<file path="src/sv/eqvr_pkg.sv">
// shared constants, types and helper functions for the euler quaternion rotator
// no dependencies
package eqvr_pkg;

  localparam int VW = 32;
  localparam int AW = 16;
  localparam int TW = 34;
  localparam int ZW = 34;
  localparam int PW = 2 * TW;
  localparam int MVW = TW + VW;
  localparam int RW = PW + 2;
  localparam int HW = 18;

  localparam int FRAC_BITS = 16;
  localparam int TRIG_ITERATIONS = 16;
  localparam int TRIG_TABLE_LEN = 24;

  localparam logic signed [HW-1:0] HALF_TURN = 18'sd23040;
  localparam logic signed [HW-1:0] QUARTER_TURN = 18'sd11520;
  localparam logic signed [HW-1:0] FULL_TURN = 18'sd46080;
  localparam logic signed [TW-1:0] CORDIC_GAIN_Q30 = 34'sd652032874;

  typedef struct packed {
    logic signed [VW-1:0] x;
    logic signed [VW-1:0] y;
    logic signed [VW-1:0] z;
  } vec_t;

  // atan(2^-i) in 2^-24 degree units
  function automatic logic signed [ZW-1:0] atan_deg24(input logic [4:0] idx);
    logic signed [ZW-1:0] r;
    case (idx)
      5'd0:  r = 34'sd754974720;
      5'd1:  r = 34'sd445687602;
      5'd2:  r = 34'sd235489089;
      5'd3:  r = 34'sd119537938;
      5'd4:  r = 34'sd60000934;
      5'd5:  r = 34'sd30029717;
      5'd6:  r = 34'sd15018523;
      5'd7:  r = 34'sd7509720;
      5'd8:  r = 34'sd3754917;
      5'd9:  r = 34'sd1877466;
      5'd10: r = 34'sd938734;
      5'd11: r = 34'sd469367;
      5'd12: r = 34'sd234684;
      5'd13: r = 34'sd117342;
      5'd14: r = 34'sd58671;
      5'd15: r = 34'sd29335;
      5'd16: r = 34'sd14668;
      5'd17: r = 34'sd7334;
      5'd18: r = 34'sd3667;
      5'd19: r = 34'sd1833;
      5'd20: r = 34'sd917;
      5'd21: r = 34'sd458;
      5'd22: r = 34'sd229;
      5'd23: r = 34'sd115;
      default: r = '0;
    endcase
    return r;
  endfunction

  // round to nearest, drop 30 fraction bits
  function automatic logic signed [TW-1:0] rnd30(input logic signed [RW-1:0] v);
    logic signed [RW-1:0] s;
    s = (v + (RW'(1) <<< 29)) >>> 30;
    return s[TW-1:0];
  endfunction

  // round to nearest, drop 31 fraction bits
  function automatic logic signed [TW-1:0] rnd31(input logic signed [RW-1:0] v);
    logic signed [RW-1:0] s;
    s = (v + (RW'(1) <<< 30)) >>> 31;
    return s[TW-1:0];
  endfunction

endpackage

</file>
<file path="src/sv/eqvr_cordic.sv">
// pipelined rotation-mode cordic: sine and cosine of a half angle
// depends on eqvr_pkg; registered seed, micro-rotation and fold-undo stages
module eqvr_cordic #(
  parameter int ITERATIONS = eqvr_pkg::TRIG_ITERATIONS
) (
  input  logic                           clk,
  input  logic                           en,
  input  logic signed [eqvr_pkg::AW-1:0] angle,
  output logic signed [eqvr_pkg::TW-1:0] sin_val,
  output logic signed [eqvr_pkg::TW-1:0] cos_val
);

  localparam int TW = eqvr_pkg::TW;
  localparam int ZW = eqvr_pkg::ZW;
  localparam int HW = eqvr_pkg::HW;

  logic signed [TW-1:0] x [0:ITERATIONS];
  logic signed [TW-1:0] y [0:ITERATIONS];
  logic signed [ZW-1:0] z [0:ITERATIONS];
  logic                 flip [0:ITERATIONS];

  logic signed [HW-1:0] h0, h1, h2;
  logic                 flip0;

  // wrap into one turn, then fold into the right half plane
  always_comb begin
    h0 = HW'(angle);
    if (h0 > eqvr_pkg::HALF_TURN) begin
      h1 = h0 - eqvr_pkg::FULL_TURN;
    end else if (h0 < -eqvr_pkg::HALF_TURN) begin
      h1 = h0 + eqvr_pkg::FULL_TURN;
    end else begin
      h1 = h0;
    end
    flip0 = 1'b1;
    if (h1 > eqvr_pkg::QUARTER_TURN) begin
      h2 = h1 - eqvr_pkg::HALF_TURN;
    end else if (h1 < -eqvr_pkg::QUARTER_TURN) begin
      h2 = h1 + eqvr_pkg::HALF_TURN;
    end else begin
      h2 = h1;
      flip0 = 1'b0;
    end
  end

  // seed stage
  always_ff @(posedge clk) begin
    if (en) begin
      x[0]    <= eqvr_pkg::CORDIC_GAIN_Q30;
      y[0]    <= '0;
      z[0]    <= ZW'(h2) <<< 17;
      flip[0] <= flip0;
    end
  end

  // one micro-rotation per stage
  for (genvar i = 0; i < ITERATIONS; i++) begin : g_iter
    always_ff @(posedge clk) begin
      if (en) begin
        if (!z[i][ZW-1]) begin
          x[i+1] <= x[i] - (y[i] >>> i);
          y[i+1] <= y[i] + (x[i] >>> i);
          z[i+1] <= z[i] - eqvr_pkg::atan_deg24(5'(i));
        end else begin
          x[i+1] <= x[i] + (y[i] >>> i);
          y[i+1] <= y[i] - (x[i] >>> i);
          z[i+1] <= z[i] + eqvr_pkg::atan_deg24(5'(i));
        end
        flip[i+1] <= flip[i];
      end
    end
  end

  // undo the half-turn fold
  always_ff @(posedge clk) begin
    if (en) begin
      sin_val <= flip[ITERATIONS] ? -y[ITERATIONS] : y[ITERATIONS];
      cos_val <= flip[ITERATIONS] ? -x[ITERATIONS] : x[ITERATIONS];
    end
  end

endmodule

</file>
<file path="config.mk">
export PLATFORM = sky130hd
export DESIGN_NAME = eqvr_cordic
export DESIGN_NICKNAME = d
export VERILOG_FILES = /design/src/sv/eqvr_pkg.sv /design/src/sv/eqvr_cordic.sv
export SDC_FILE = /design/constraint.sdc
export NUM_CORES = 2
export LEC_CHECK = 0
export BUFFER_PORTS_ARGS = -buffer_cell sky130_fd_sc_hd__buf_2
export CAP_MARGIN = 20
export CORE_AREA = 2 2 455 457
export CTS_BUF_LIST = sky130_fd_sc_hd__clkbuf_8 sky130_fd_sc_hd__clkbuf_16
export CTS_CLUSTER_DIAMETER = 30
export DETAILED_ROUTE_END_ITERATION = 10
export DIE_AREA = 0 0 457 459
export PLACE_DENSITY = 0.78
export SYNTH_ARGS = -nofsm -noshare
export SYNTH_HDL_FRONTEND = slang
export SYNTH_SLANG_ARGS = --single-unit
export TNS_END_PERCENT = 1
</file>
<file path="constraint.sdc">
create_clock -name clk -period 13.55 [get_ports clk]
set_clock_uncertainty 0.05 [all_clocks]
set_input_delay 0.6775 -clock clk [delete_from_list [all_inputs] [get_ports clk]]
set_output_delay 0.6775 -clock clk [all_outputs]
set_load 0.01 [all_outputs]
</file>
### Word level (Yosys, flattened, before mapping)

Memory sizes are Yosys's and may differ from the RTL's.
Cells that the tools add are included.

| storage, ports and cells | value |
|---|---|
| bits in registers | 68 |
| RAM bits | 1751 |
| output and inout bits | 68 |
| memories kept | 4 |

Memory list:

| name | depth | width | read ports | clocked after Yosys merged registers in | wr ports | line | text |
|---|---|---|---|---|---|---|---|
| x | 17 | 34 | 17 | 0 | 17 | eqvr_cordic.sv:17 | `logic signed [TW-1:0] x [0:ITERATIONS];` |
| y | 17 | 34 | 17 | 0 | 17 | eqvr_cordic.sv:18 | `logic signed [TW-1:0] y [0:ITERATIONS];` |
| z | 17 | 34 | 16 | 0 | 17 | eqvr_cordic.sv:19 | `logic signed [ZW-1:0] z [0:ITERATIONS];` |
| flip | 17 | 1 | 17 | 0 | 17 | eqvr_cordic.sv:20 | `logic flip [0:ITERATIONS];` |

| cells by class | value |
|---|---|
| add/sub/neg operators | 101 |
| magnitude comparators | 4 |
| muxes and demuxes | 154 |
| bitwise gates (word level) | 48 |

Operators by type and width:

| cell | number |
|---|---|
| two-way mux 34 bit | 50 |
| two-way mux 1 bit | 100 |
| adder 34 x 19 -> 34 bit | 2 |
| adder 34 x 20 -> 34 bit | 2 |
| adder 34 x 21 -> 34 bit | 2 |
| adder 34 x 22 -> 34 bit | 2 |
| adder 34 x 23 -> 34 bit | 2 |
| adder 34 x 24 -> 34 bit | 2 |
| adder 34 x 25 -> 34 bit | 2 |
| adder 34 x 26 -> 34 bit | 2 |
| adder 34 x 27 -> 34 bit | 2 |
| adder 34 x 28 -> 34 bit | 2 |
| adder 34 x 29 -> 34 bit | 2 |
| adder 34 x 30 -> 34 bit | 2 |
| adder 34 x 31 -> 34 bit | 2 |
| adder 34 x 32 -> 34 bit | 2 |
| adder 34 x 33 -> 34 bit | 2 |
| negator 34 bit | 2 |
| subtractor 34 x 19 -> 34 bit | 2 |
| subtractor 34 x 20 -> 34 bit | 2 |
| subtractor 34 x 21 -> 34 bit | 2 |
| subtractor 34 x 22 -> 34 bit | 2 |
| subtractor 34 x 23 -> 34 bit | 2 |
| subtractor 34 x 24 -> 34 bit | 2 |
| other kinds (54) | 113 |

### Logic depth before layout (Yosys ltp)

| logic depth | value |
|---|---|
| word-level depth | 6 |
| gate-level depth with buffers | 22 |
| depth with buffers taken out | 22 |

### Worst setup path before layout

Ideal clock, no wire load.

| timing | value |
|---|---|
| kind | input-to-reg |
| start point | input en |
| end point | memory y[11][33], data pin |
| setup time | 0.259 ns |
| arrival time | 5.041 ns |
| data required time | 13.241 ns |
| slack | 8.199 ns |
| cell stages on the path | 18 |
| cell sequence | clkbuf_1 > nand2_1 > clkinv_1 > buf_1 > nor2_1 > xnor2_1 > ha_1 > o21a_1 > o31a_1 > or3_1 > a221o_1 > a2111oi_2 > o21ai_0 > o41ai_2 > o211ai_1 > or3_1 > a21oi_1 > xnor2_1 |

RTL lines:

| item | line | text |
|---|---|---|
| from (decl) | eqvr_cordic.sv:7 | `input logic en,` |
| to (decl) | eqvr_cordic.sv:18 |  |

==> results.md <==
- Final Cycle Share: 0.491
- Die width: 457 um
- Routed wire length: 341000 um
- Final ANT Viol Nets: 0
- H-tree Lvls: 5
- DR vias: 103434
- Cell repeated most along the worst path: buf_4
- Crit path largest cell delay: 0.67 ns
- Grt peak-use layer: met2
- Max Fanout on Critical Path: 131
- Most common flop cell mapped by yosys: edfxtp_1
- Tightest Pin Transition: 1.03 ns
- Root buf cell: clkbuf_16
- Post-synth EDFFs: 1529
- Mapped Area: 126000 um^2
- Hpwl dp: 263000 um
- Ys async rst share: 0
- GR met3 Demand/Resource: 0.0433
- Sequential cell area fraction in the yosys report: 0.364
- Avg WL per Cell: 20.9 um
- Yosys cell types: 87
- CTS sink cnt: 1529
- Area of the multi-input gates: 77400 um^2
- Final slew viol count: 0
- Setup repair bufs after CTS: 0
- GPL Wtd Cong: 1.05
- DR iter-0 viols: 9497
- First-pass DRT Iterations: 8
- Final #Nets: 14809
- RSZ-0062 raised after global routing: false
- DIE AREA: 210000 um^2
- Site Rows: 167
- Clock transition at path regs: 0.05 ns
- Largest net degree at the start of global routing: 153
- Buf/Inv on CP: 6
- Flops & latches, synth: 1529
- Max Root-Sink Buffers: 4
- Hold path depth: 1
- Slowest CP cell: buf_4
- First-pass GRT wire length: 538000 um
- CP Cell Sequence: buf_12 -> buf_4 -> buf_4 -> nand2_2 -> buf_4 -> clkinv_1 -> buf_4 -> a31oi_1 -> xnor2_1 -> ha_1 -> or3_1 -> o22ai_1 -> o311ai_0 -> o2bb2ai_1 -> a31oi_1 -> nand2b_1 -> a21oi_1 -> o41ai_1 -> o2111ai_1 -> a21oi_1 -> xnor2_1
- Grt ovf: 0
- Register-to-Register Path Depth: 18
- # IOs: 86
- Skew-Pair Late Insertion Delay: 0.95 ns
- Synth warn: 0
- Required @ worst endpoint: 14.15 ns
- Global Route Usage Sum: 0.317
- Initial core utilization: 0.614
- Layout Area Growth over Synthesis: 12.8%
- Final hold vios: 0
- Mapped Avg Cell Area: 9.68 um^2
- Arr. time, crit path: 7.25 ns
- FILL cells: 15551
- Worst Setup Start Kind: primary input
- Status: complete, no violations
- Max_cap viols: 0
- Slew margin rel.: 0.305
- Cts bufs inserted: 371
- Port-buffer cells: 85
- Detailed-route DRC error count: 0
- CP Launch Point: en
- CTS tree: done
- Setup CP Type: primary input to flip-flop
- Family with the most delay on the worst path: buffers and inverters
- Register area: 45900 um^2
- Syn Nets: 14485
- Endpoints failing setup: 0
- Stages on worst setup path: 21
- R2r setup slk: 7.30 ns
- Share of cells above drive strength 1: 0.0662
- CP Capture Type: flip-flop
- Antenna violations before repair: 7
- Vias in the first global route: 99365
- Syn Inst Count: 13034
- Hold WC Path Type: primary input to flip-flop
- Core area: 206000 um^2
- R2R Path End: y[4][33]
- Die Height: 459 um
- Crit path to: y[3][33]
- Setup TNS: 0 ns
- Met2 Usage GRT: 0.534
- GR met1 Demand/Resource: 0.413
- Post-layout min period: 6.65 ns
- DR vias/cell: 6.32
- RR Startpoint: z[3][33]
- Max Clk Rate: 150 MHz
-- synthesized netlist by cell type (all sizes together), types with 34 or more instances --
master  number  area share
a31oi      109      0.0055
o31a        41      0.0028
mux2        36      0.0032
xor2       553       0.038
and3       129      0.0064
o211ai      46      0.0027
or3         95      0.0047
nor2b      185      0.0092
or2         54      0.0027
clkbuf     171      0.0051
edfxtp    1529        0.36
a21boi      43      0.0026
o31ai      137      0.0082
nor4        78      0.0039
o21a       240       0.014
a21o       526       0.031
a211oi     133      0.0080
o21bai     157      0.0093
nand4       75      0.0037
ha        1389        0.14
nand2      691       0.021
o21ai      767       0.030
fa          44      0.0070
xnor2     1335       0.093
nor2      1039       0.031
o41ai       75      0.0053
nand3      223      0.0088
and2        66      0.0033
inv        542       0.016
nor3       310       0.012
a21oi     1321       0.052
nand3b      34      0.0020
mux2i       61      0.0048
a31o        36      0.0025
nand2b     239       0.012
or4         55      0.0033
-- flip-flops by register name, indices dropped and copies added (netlist names) --
| name | cells |
|---|---|
| flip | 17 |
| cos_val | 34 |
| z | 449 |
| x | 484 |
| y | 511 |
| sin_val | 34 |
-- layout make-up --
class,count,area share
Inverter,549,0.0145
Antenna cell,3,0.0000528
Sequential cell,1529,0.323
Clock inverter,291,0.0225
Multi-Input combinational cell,10753,0.544
Tap cell,2704,0.0238
Clock buffer,372,0.0654
Timing Repair Buffer,154,0.00716
-- metrics by stage --
stage               utilization  area, um^2  hold slack, ns  setup slack (ns)  std cells
floorplan                     -      126000           0.350              8.20      13034
global placement          0.631      130000           0.352              5.99      15679
detailed placement        0.631      130000           0.355              6.01      15679
CTS                       0.692      142000           0.187              6.99      16351
global route              0.692      142000           0.212              6.45      16353
finish                    0.692      142000           0.206              6.90      16355
-- worst register-to-register path, delay by kind of cell (launching register included) --
kind	cells	cell delay, ns
compound gates	10	2.96
fa+ha+maj	1	0.32
xor+xnor	2	0.23
flops	1	0.40
simple gates	2	0.48
buf+inv	3	1.53
-- per-layer routing --
| layer | routed length, um | up-vias |
|---|---|---|
| met5 | 13 | - |
| met4 | 13700 | 2 |
| met3 | 22500 | 771 |
| met2 | 161000 | 3776 |
| met1 | 144000 | 49504 |
| li1 | - | 49381 |
-- worst min path at each step --
stage	startpoint	end	slack (ns)
4_1_cts	en	z[14][27]	0.19
3_5_place_dp	flip[0][4]	flip[0][5]	0.35
3_3_place_gp	flip[0][8]	flip[0][9]	0.35
2_1_floorplan	flip[0][9]	flip[0][10]	0.35
5_1_grt	en	z[14][31]	0.21
6_report	en	z[14][31]	0.21
-- logic make-up after synthesis --
logic type	synth area share
AO/OA/AOI/OAI	0.201
AND/OR/NAND/NOR	0.129
XOR/XNOR	0.131
flip-flops	0.364
adder cells (fa/ha/maj)	0.145
buffers and inverters	0.0224
multiplexers	0.00805
-- timing repair --
| action | in CTS | in global routing |
|---|---|---|
| gates resized for setup | 0 | 0 |
| hold buffers | 9 | 0 |
| endpoints found under the hold margin | 9 | 0 |
| setup endpoints to repair | 0 | 0 |
-- cells in the final DEF, fill, tap and decap left out, types with 55 or more instances in the layout --
master	instances
o21a_1	240
xor2_1	553
nand2_1	686
a21o_1	526
mux2i_1	61
nor2b_1	185
nor2_1	1039
buf_2	84
and2_1	66
o41ai_1	74
nor4_1	77
nand2b_1	239
xnor2_1	1335
a211oi_1	132
o31ai_1	136
nand3_1	223
o21ai_0	766
nand4_1	75
nor3_1	310
a31oi_1	108
and3_1	129
or3_1	95
ha_1	1389
clkbuf_16	372
o21bai_1	157
buf_4	57
a21oi_1	1320
edfxtp_1	1529
or4_1	55
inv_1	566
Power is left out: the tool's default activity adds up to more than one toggle a clock period on the data nets, which glitch-free logic cannot reach.
